<file path="config.mk">
export PLATFORM = sky130hd
export DESIGN_NAME = length_checksum_frame_receiver
export DESIGN_NICKNAME = d
export VERILOG_FILES = /design/src/design/lcfr_pkg.sv /design/src/design/lcfr_frame_fsm.sv /design/src/design/length_checksum_frame_receiver.sv
export SDC_FILE = /design/constraint.sdc
export NUM_CORES = 1
export LEC_CHECK = 0
export BUFFER_PORTS_ARGS = -buffer_cell sky130_fd_sc_hd__buf_2
export CORE_ASPECT_RATIO = 1.5
export CORE_MARGIN = 2
export CORE_UTILIZATION = 53
export CTS_CLUSTER_SIZE = 20
export DETAILED_ROUTE_END_ITERATION = 7
export GPL_ROUTABILITY_DRIVEN = 0
export PLACE_DENSITY = 0.74
export SYNTH_ARGS = -nofsm -noshare
export SYNTH_HDL_FRONTEND = slang
export SYNTH_SLANG_ARGS = --single-unit
</file>
<file path="constraint.sdc">
create_clock -name clk -period 5 [get_ports clk]
set_clock_uncertainty 0.2 [all_clocks]
set_input_delay 1.5 -clock clk [delete_from_list [all_inputs] [get_ports clk]]
set_output_delay 1.5 -clock clk [all_outputs]
set_load 0.02 [all_outputs]
</file>
<file path="src/design/lcfr_pkg.sv">
// Package for the length and checksum frame receiver.
// Holds the phase and result kind codes, the long-length command and the result struct.
// No dependencies.
package lcfr_pkg;

    localparam logic [7:0]  LONG_CMD          = 8'h09;
    localparam logic [15:0] TIMEOUT_RESET     = 16'd1000;
    localparam int unsigned TIMEOUT_W         = 16;
    localparam int unsigned LEN_W             = 16;

    typedef enum logic [2:0] {
        PH_IDLE  = 3'd0,
        PH_LEN_A = 3'd1,
        PH_LEN_B = 3'd2,
        PH_DATA  = 3'd3,
        PH_SUM   = 3'd4
    } phase_t;

    typedef enum logic [2:0] {
        K_CMD     = 3'd0,
        K_DATA    = 3'd1,
        K_GOOD    = 3'd2,
        K_BADSUM  = 3'd3,
        K_TIMEOUT = 3'd4
    } kind_t;

    typedef enum logic {
        OP_BYTE = 1'b0,
        OP_TICK = 1'b1
    } op_t;

    typedef struct packed {
        logic       valid;
        kind_t      kind;
        logic [7:0] value;
        logic       last;
    } result_t;

endpackage

</file>
<file path="src/design/lcfr_frame_fsm.sv">
// Frame parser state machine of the length and checksum frame receiver.
// Updates phase, length, sum and tick count for one item and gives its result.
// Depends on lcfr_pkg.
module lcfr_frame_fsm
(
    input  logic                             clk,
    input  logic                             rst_n,
    input  logic                             step,
    input  lcfr_pkg::op_t                    op,
    input  logic [7:0]                       rx_byte,
    input  logic [lcfr_pkg::TIMEOUT_W-1:0]   timeout_ticks,
    output lcfr_pkg::result_t                res
);

    lcfr_pkg::phase_t                   phase_reg, phase_next;
    logic                               long_reg, long_next;
    logic [lcfr_pkg::LEN_W-1:0]         left_reg, left_next;
    logic [7:0]                         sum_reg, sum_next;
    logic [lcfr_pkg::TIMEOUT_W-1:0]     tick_reg, tick_next;

    always_ff @(posedge clk or negedge rst_n)
    begin
        if (!rst_n)
        begin
            phase_reg <= lcfr_pkg::PH_IDLE;
            long_reg  <= 1'b0;
            left_reg  <= '0;
            sum_reg   <= '0;
            tick_reg  <= '0;
        end
        else if (step)
        begin
            phase_reg <= phase_next;
            long_reg  <= long_next;
            left_reg  <= left_next;
            sum_reg   <= sum_next;
            tick_reg  <= tick_next;
        end
    end

    always_comb
    begin
        logic [7:0]                     sum_add;
        logic [lcfr_pkg::LEN_W-1:0]     left_dec;
        logic [lcfr_pkg::TIMEOUT_W-1:0] tick_inc;

        sum_add    = sum_reg + rx_byte;
        left_dec   = (left_reg != '0) ? left_reg - 1'b1 : left_reg;
        tick_inc   = tick_reg + 1'b1;

        phase_next = phase_reg;
        long_next  = long_reg;
        left_next  = left_reg;
        sum_next   = sum_reg;
        tick_next  = tick_reg;
        res        = '{valid: 1'b0, kind: lcfr_pkg::K_CMD, value: 8'd0, last: 1'b0};

        if (op == lcfr_pkg::OP_TICK)
        begin
            if (phase_reg != lcfr_pkg::PH_IDLE)
            begin
                tick_next = tick_inc;
                if (tick_inc >= timeout_ticks)
                begin
                    phase_next = lcfr_pkg::PH_IDLE;
                    long_next  = 1'b0;
                    left_next  = '0;
                    sum_next   = '0;
                    tick_next  = '0;
                    res        = '{valid: 1'b1, kind: lcfr_pkg::K_TIMEOUT,
                                   value: 8'd0, last: 1'b1};
                end
            end
        end
        else
        begin
            unique case (phase_reg)
                lcfr_pkg::PH_IDLE:
                begin
                    phase_next = lcfr_pkg::PH_LEN_A;
                    long_next  = (rx_byte == lcfr_pkg::LONG_CMD);
                    left_next  = '0;
                    sum_next   = rx_byte;
                    tick_next  = '0;
                    res        = '{valid: 1'b1, kind: lcfr_pkg::K_CMD,
                                   value: rx_byte, last: 1'b0};
                end
                lcfr_pkg::PH_LEN_A:
                begin
                    sum_next = sum_add;
                    if (long_reg)
                    begin
                        left_next  = {rx_byte, 8'd0};
                        phase_next = lcfr_pkg::PH_LEN_B;
                    end
                    else
                    begin
                        left_next  = {8'd0, rx_byte};
                        phase_next = (rx_byte == 8'd0) ? lcfr_pkg::PH_SUM
                                                       : lcfr_pkg::PH_DATA;
                    end
                end
                lcfr_pkg::PH_LEN_B:
                begin
                    sum_next   = sum_add;
                    left_next  = {left_reg[15:8], rx_byte};
                    phase_next = ({left_reg[15:8], rx_byte} == 16'd0) ? lcfr_pkg::PH_SUM
                                                                      : lcfr_pkg::PH_DATA;
                end
                lcfr_pkg::PH_DATA:
                begin
                    sum_next  = sum_add;
                    left_next = left_dec;
                    if (left_dec == '0)
                    begin
                        phase_next = lcfr_pkg::PH_SUM;
                    end
                    res = '{valid: 1'b1, kind: lcfr_pkg::K_DATA, value: rx_byte, last: 1'b0};
                end
                lcfr_pkg::PH_SUM:
                begin
                    phase_next = lcfr_pkg::PH_IDLE;
                    long_next  = 1'b0;
                    left_next  = '0;
                    sum_next   = '0;
                    tick_next  = '0;
                    res        = '{valid: 1'b1,
                                   kind: (rx_byte == ~sum_reg) ? lcfr_pkg::K_GOOD
                                                               : lcfr_pkg::K_BADSUM,
                                   value: 8'd0, last: 1'b1};
                end
                default:
                begin
                    phase_next = lcfr_pkg::PH_IDLE;
                    long_next  = 1'b0;
                    left_next  = '0;
                    sum_next   = '0;
                    tick_next  = '0;
                end
            endcase
        end
    end

endmodule

</file>
<file path="src/design/length_checksum_frame_receiver.sv">
// Top level of the length and checksum frame receiver.
// Input register, frame parser and result register; depends on lcfr_pkg and lcfr_frame_fsm.
//
//   Channel   Direction  Payload                                   Accepted when
//   s_axis    in         tuser: op, tdata[7:0]: rx_byte            tvalid && tready
//   m_axis    out        tuser: kind, tdata[7:0]: value, tlast     tvalid && tready
//   cfg       in         cfg_wr_data: timeout_ticks                cfg_wr_en
//
// An item passes the input register, then the parser into the result register. One
// item is accepted every cycle while the result side keeps up. A stalled result holds
// the parser and, once the input register is full, the input side. Reset clears all
// control state and sets the timeout to 1000 ticks.
module length_checksum_frame_receiver
(
    input  logic        clk,
    input  logic        rst_n,
    input  logic        s_axis_tvalid,
    output logic        s_axis_tready,
    input  logic [7:0]  s_axis_tdata,   // [7:0] rx_byte
    input  logic        s_axis_tuser,   // [0] op
    output logic        m_axis_tvalid,
    input  logic        m_axis_tready,
    output logic [7:0]  m_axis_tdata,   // [7:0] value
    output logic [2:0]  m_axis_tuser,   // [2:0] kind
    output logic        m_axis_tlast,
    input  logic        cfg_wr_en,
    input  logic [15:0] cfg_wr_data
);

    logic [lcfr_pkg::TIMEOUT_W-1:0] timeout_reg;
    logic                           in_valid_reg, in_valid_next;
    lcfr_pkg::op_t                  in_op_reg;
    logic [7:0]                     in_byte_reg;
    logic                           out_valid_reg, out_valid_next;
    lcfr_pkg::kind_t                out_kind_reg;
    logic [7:0]                     out_value_reg;
    logic                           out_last_reg;
    logic                           advance;
    logic                           step;
    logic                           s_accept;
    lcfr_pkg::result_t              res;

    assign advance       = !out_valid_reg || m_axis_tready;
    assign step          = in_valid_reg && advance;
    assign s_axis_tready = !in_valid_reg || advance;
    assign s_accept      = s_axis_tvalid && s_axis_tready;

    always_ff @(posedge clk or negedge rst_n)
    begin
        if (!rst_n)
        begin
            timeout_reg <= lcfr_pkg::TIMEOUT_RESET;
        end
        else if (cfg_wr_en)
        begin
            timeout_reg <= cfg_wr_data;
        end
    end

    always_comb
    begin
        if (s_accept)
        begin
            in_valid_next = 1'b1;
        end
        else if (advance)
        begin
            in_valid_next = 1'b0;
        end
        else
        begin
            in_valid_next = in_valid_reg;
        end

        if (advance)
        begin
            out_valid_next = step && res.valid;
        end
        else
        begin
            out_valid_next = out_valid_reg;
        end
    end

    always_ff @(posedge clk or negedge rst_n)
    begin
        if (!rst_n)
        begin
            in_valid_reg  <= 1'b0;
            out_valid_reg <= 1'b0;
        end
        else
        begin
            in_valid_reg  <= in_valid_next;
            out_valid_reg <= out_valid_next;
        end
    end

    always_ff @(posedge clk)
    begin
        if (s_accept)
        begin
            in_op_reg   <= lcfr_pkg::op_t'(s_axis_tuser);
            in_byte_reg <= s_axis_tdata;
        end
        if (step && res.valid)
        begin
            out_kind_reg  <= res.kind;
            out_value_reg <= res.value;
            out_last_reg  <= res.last;
        end
    end

    lcfr_frame_fsm u_frame_fsm
    (
        .clk           (clk),
        .rst_n         (rst_n),
        .step          (step),
        .op            (in_op_reg),
        .rx_byte       (in_byte_reg),
        .timeout_ticks (timeout_reg),
        .res           (res)
    );

    assign m_axis_tvalid = out_valid_reg;
    assign m_axis_tdata  = out_value_reg;
    assign m_axis_tuser  = out_kind_reg;
    assign m_axis_tlast  = out_last_reg;

endmodule

</file>
== Word level (Yosys, flattened, before mapping) ==
Cells that the tools add are included.

* $add $sub $neg: 3
* $lt $le $gt $ge: 1
* Eq/ne operators: 11
* Mux-type cells: 33
* Bitwise operators: 1
* Reduce and logical (&&, ||, !) cells: 20

{| class="wikitable"
|+ Operators by type and width
! kind !! count
|-
| 16-bit two-way mux || 9
|-
| 16-bit one-hot mux with 3 select lines || 1
|-
| 13-bit two-way mux || 3
|-
| 13-bit one-hot mux with 3 select lines || 1
|-
| 16-bit zero test || 2
|-
| 8-bit two-way mux || 3
|-
| 3-bit two-way mux || 7
|-
| 16-bit by 1-bit adder with 16-bit output (second input constant) || 1
|-
| 16-bit greater-or-equal comparator || 1
|-
| 8-bit one-hot mux with 2 select lines || 1
|-
| 16-bit nonzero test || 1
|-
| 16-bit by 1-bit subtractor with 16-bit output (second input constant) || 1
|-
| 3-bit one-hot mux with 4 select lines || 1
|-
| 4-bit AND reduction || 3
|-
| 8-bit adder || 1
|-
| 8-bit by 4-bit == test with 1-bit output (second input constant) || 1
|-
| 8-bit == test || 1
|-
| 8-bit zero test || 1
|-
| 8-bit NOT || 1
|-
| 3-bit by 2-bit == test with 1-bit output (second input constant) || 2
|-
| 1-bit two-way mux || 6
|-
| 2-bit by 1-bit != test with 1-bit output (second input constant) || 3
|-
| 3-bit AND reduction || 2
|-
| 3-bit by 1-bit == test with 1-bit output (second input constant) || 1
|-
| other kinds (11) || 15
|}

* Register bits after elaboration: 83
* Output and inout bits: 14
* Logic and storage cells: 83

== Depth between registers and ports, before layout ==
* Depth after elaboration: 6
* Gate-level depth with buffers: 16
* Depth with buffers taken out: 14

== By module ==
A second synthesis with hierarchy kept.

* Cell total of the unflattened synthesis: 495
* Area, all modules: 4,964.8 sq um

{| class="wikitable"
|+ By module, submodules not included
! module !! instances !! cells an instance !! area each (sq um) !! seq. area each (sq um)
|-
| lcfr_frame_fsm || 1 || 430 || 3,580.9 || 1,101.1
|-
| length_checksum_frame_receiver || 1 || 65 || 1,383.8 || 1,088.5
|}

== Least setup slack after synthesis ==
No wires, ideal clock.

* Path type: input -> output
* Start: in m_axis_tready
* End: out s_axis_tready
* Arrival: 1.995 ns
* Slack: 1.305 ns
* Cell stages on the path: 2
* Path buffers: 0
* Cells stage by stage: nand2b_1 or2_2

* Cells in the longest elaborated chain, start to end: 2

{| class="wikitable"
|+ Ends and longest elaborated chain
! item !! RTL line !! RTL
|-
| start: declaration || length_checksum_frame_receiver.sv:22 || <nowiki>input logic m_axis_tready,</nowiki>
|-
| 1-bit logical OR || length_checksum_frame_receiver.sv:43 || <nowiki>assign advance = !out_valid_reg || m_axis_tready;</nowiki>
|-
| 1-bit logical OR || length_checksum_frame_receiver.sv:45 || <nowiki>assign s_axis_tready = !in_valid_reg || advance;</nowiki>
|-
| end: declaration || length_checksum_frame_receiver.sv:18 || <nowiki>output logic s_axis_tready,</nowiki>
|}

Every way passes these cells.

== Worst setup path after layout ==
* Start: reg u_frame_fsm.tick_reg[0] (netlist name)
* End: reg u_frame_fsm.left_reg[3] (netlist name)

* Cells in the longest elaborated chain, start to end: 4

{| class="wikitable"
|+ Ends and longest elaborated chain
! item !! RTL line !! RTL
|-
| start: declaration || lcfr_frame_fsm.sv:19 || <nowiki>logic [lcfr_pkg::TIMEOUT_W-1:0] tick_reg, tick_next;</nowiki>
|-
| start signal: assignment || lcfr_frame_fsm.sv:37 || <nowiki>tick_reg <= tick_next;</nowiki>
|-
| 16-bit by 1-bit adder with 16-bit output || lcfr_frame_fsm.sv:49 || <nowiki>tick_inc = tick_reg + 1'b1;</nowiki>
|-
| 16-bit greater-or-equal comparator || lcfr_frame_fsm.sv:63 || <nowiki>if (tick_inc >= timeout_ticks)</nowiki>
|-
| 2-bit by 1-bit != test with 1-bit output (no source line) || -- ||
|-
| 3-bit AND reduction (no source line) || -- ||
|-
| end signal: assignment || lcfr_frame_fsm.sv:35 || <nowiki>left_reg <= left_next;</nowiki>
|-
| end: declaration || lcfr_frame_fsm.sv:17 || <nowiki>logic [lcfr_pkg::LEN_W-1:0] left_reg, left_next;</nowiki>
|}

Every way passes these cells.
A chain may end at the register's enable or synchronous reset.

==> results.json <==
{
  "clock-sinks": 83,
  "fin_crit_ps": 4310,
  "yosysSeqAreaShare": 0.440,
  "start_kind": "flip-flop",
  "drt-total-wl_um": 11900,
  "overflow": 0,
  "rows": 43,
  "crit_chain": "and3_1, nand3_1, nor2_1, and2_1, and3_1, xor2_1, ha_1, a21oi_1, o21ai_1, a2111oi_0, o211ai_1, nand2_1, a21o_1, mux2_2",
  "crit_family": "compound AO/OA/AOI/OAI gates",
  "synth_top_area_cell": "dfrtp_1",
  "start_util": 0.541,
  "max_slew.worst_pin.slew_ps": 1270,
  "core_um2": 9200,
  "crit_top_cell": "and3_1",
  "power_leakage_nw": 2.47,
  "synth-seq-cells": 83,
  "cts_max_level": 3,
  "dr.pass1.iters": 5,
  "yosys_most_used_dff": "dfrtp_1",
  "yosysWarnings": 0,
  "critPathKind": "reg -> reg",
  "io_pins": 44,
  "crit_fanout": 16,
  "switching_share": 0.411,
  "holdPathEnd": "u_frame_fsm.sum_reg[0]",
  "syn_area_um2": 4970,
  "fin_area_um2": 5580,
  "grt_antenna_before_repair": 0,
  "cp_data_required_time_ps": 5030,
  "max_slew_margin": 0.144,
  "rrSetupSlack_ps": 690,
  "power_density_nw_per_um2": 542,
  "grt_max_degree": 33,
  "regToRegStartpoint": "u_frame_fsm.tick_reg[0]",
  "p_sw_mw": 1.24,
  "wl_per_cell_um": 17.8,
  "r2r_cells": 14,
  "layout_common_cells": "dfrtp_1 (56), nand2_1 (52), buf_2 (43)",
  "syn_area_per_cell_um2": 9.74,
  "viasPerCell": 6.18,
  "die_h_um": 123,
  "area_growth_pct": 12.1,
  "vias": 4120,
  "dpl.hpwl_um": 8690,
  "synth_edf_count": 21,
  "critPathCaptureType": "flip-flop",
  "ir_drop_uv": 294,
  "setup_tns_ps": 0,
  "path_buf_inv": 0,
  "path_clk_slew_ps": 60,
  "synth_fp_nets": 568,
  "outcome": "finished, final reports clean",
  "synthCells": 511,
  "placed_area_um2": 5270,
  "cts_buffers": 9,
  "cts_hold_buffers": 0,
  "synth.distinct_cells": 66,
  "hold_start": "u_frame_fsm.sum_reg[0]",
  "rr_endpoint": "u_frame_fsm.left_reg[3]",
  "netlist.area_leader.share": 0.282,
  "fillers": 776,
  "arrival_ps": 4340,
  "hold_path_depth": 1,
  "grt_usage": 0.247,
  "antenna_cells": 0,
  "multi_input_area_um2": 2580,
  "regArea_um2": 2190,
  "critPathMaxStageDelay_ps": 510,
  "async_flop_share": 0.747,
  "min_path_type": "reg -> reg",
  "rsz0062_at_grt": "no",
  "clockRootBuffer": "clkbuf_16",
  "cts_resized": 0,
  "clockBufferDepth": 2,
  "worstSkewPairLatency_ps": 350,
  "intPower_mw": 1.78,
  "io_buffers": 43,
  "die_w_um": 83.1,
  "postRouteAntennaNets": 0,
  "nets": 607,
  "clockPowerShare": 0.224,
  "final_hold_viol_count": 0,
  "synth_area_leaders": "dfrtp_1 (28%), edfxtp_1 (13%), ha_1 (6.5%), nand2_1 (3.9%), o21ai_0 (3.6%)",
  "dieArea_um2": 10200,
  "grt_pass1_vias": 4127,
  "maxCapViolations": 0,
  "setup_violations": 0,
  "drv_slew": 0,
  "seq_power_share": 0.345,
  "fin_crit_sh": 0.862,
  "max_freq_mhz": 232,
  "grt_first_pass_wirelength_um": 20000,
  "drc": 0,
  "cts_tree": "built",
  "post_cts_buffers": 0,
  "layout_commonest_cell": "dfrtp_1",
  "drive_above_1_share": 0.155,
  "slowest_stage": "a2111oi_0",
  "drtIter0Drc": 229,
  "p_comb_frac": 0.430
}
==> worst register-to-register path, delay by kind of cell, from the launching register on <==
kind	cells	cell delay (ps)
xor gates and xnor gates	1	160
DFF	1	430
AOI/OAI and AO/OA	5	1480
muxes	1	400
adders and majority gates	1	270
and+or+nand+nor	6	1240
==> metrics by stage <==
stage               std cells  power [mW]  setup WS, ps  utilization  hold WS (ps)
detailed placement        651        2.32           692        0.573           290
finish                    667        3.02           692        0.606           304
global route              667        3.22           426        0.606           327
global placement          651        2.29           919        0.573           281
CTS                       667        3.01           690        0.606           309
floorplan                 511        2.01          1310            -           260
==> routing by layer <==
layer,routed length [µm],share of wire,GRT usage
met1,4650,0.39,0.283
met2,6290,0.53,0.443
met3,628,0.053,0.0518
met4,313,0.026,0.116
met5,0,0,0
==> worst max-delay path by stage <==
| stage | from | to | cells past startpoint |
|---|---|---|---|
| finish | u_frame_fsm.tick_reg[0] | u_frame_fsm.left_reg[3] | 14 |
| global route | u_frame_fsm.tick_reg[0] | u_frame_fsm.left_reg[3] | 14 |
| CTS | u_frame_fsm.tick_reg[0] | u_frame_fsm.left_reg[3] | 14 |
| detailed placement | u_frame_fsm.tick_reg[0] | u_frame_fsm.left_reg[3] | 14 |
| global placement | u_frame_fsm.tick_reg[0] | u_frame_fsm.left_reg[1] | 14 |
| floorplan | m_axis_tready | s_axis_tready | 2 |
==> power by group through the flow <==
stage | Clock [mW] | Combinational (mW) | Sequential (mW)
2_1_floorplan | 0 | 1.03 | 0.983
3_3_place_gp | 0 | 1.25 | 1.04
3_5_place_dp | 0 | 1.27 | 1.05
4_1_cts | 0.687 | 1.29 | 1.04
5_1_grt | 0.718 | 1.44 | 1.06
6_report | 0.678 | 1.30 | 1.04
==> cell usage after synthesis (6+ instances only) <==
cell type  number
xor2_1          7
dfrtp_1        56
a22o_1         18
clkbuf_1       12
and2_1         13
inv_1          30
nor4_1          9
nor2_1         31
a21oi_1        24
ha_1           26
a21o_1         11
edfxtp_1       21
nand4_1         6
nand2_1        52
nor3_1         10
nand3_1        16
o21ai_0        36
a31oi_1         9
nand2b_1        8
xnor2_1        19
dfstp_2         6
==> cell families after synthesis <==
family,count (synthesis),synth area share
compound gates,141,0.195
xor+xnor,26,0.0458
fa+ha+maj,28,0.0714
buf+inv,49,0.0402
flops,83,0.440
mux,10,0.0214
simple gates,174,0.186
==> cell type report <==
| cell class | count | area share |
|---|---|---|
| Timing Repair Buffer | 47 | 0.0440 |
| Tap cell | 112 | 0.0251 |
| Inverter | 30 | 0.0202 |
| Multi-Input combinational cell | 379 | 0.464 |
| Clock buffer | 11 | 0.0435 |
| Clock inverter | 5 | 0.0110 |
| Sequential cell | 83 | 0.393 |
No activity file was read; power rests on OpenSTA's default activity.
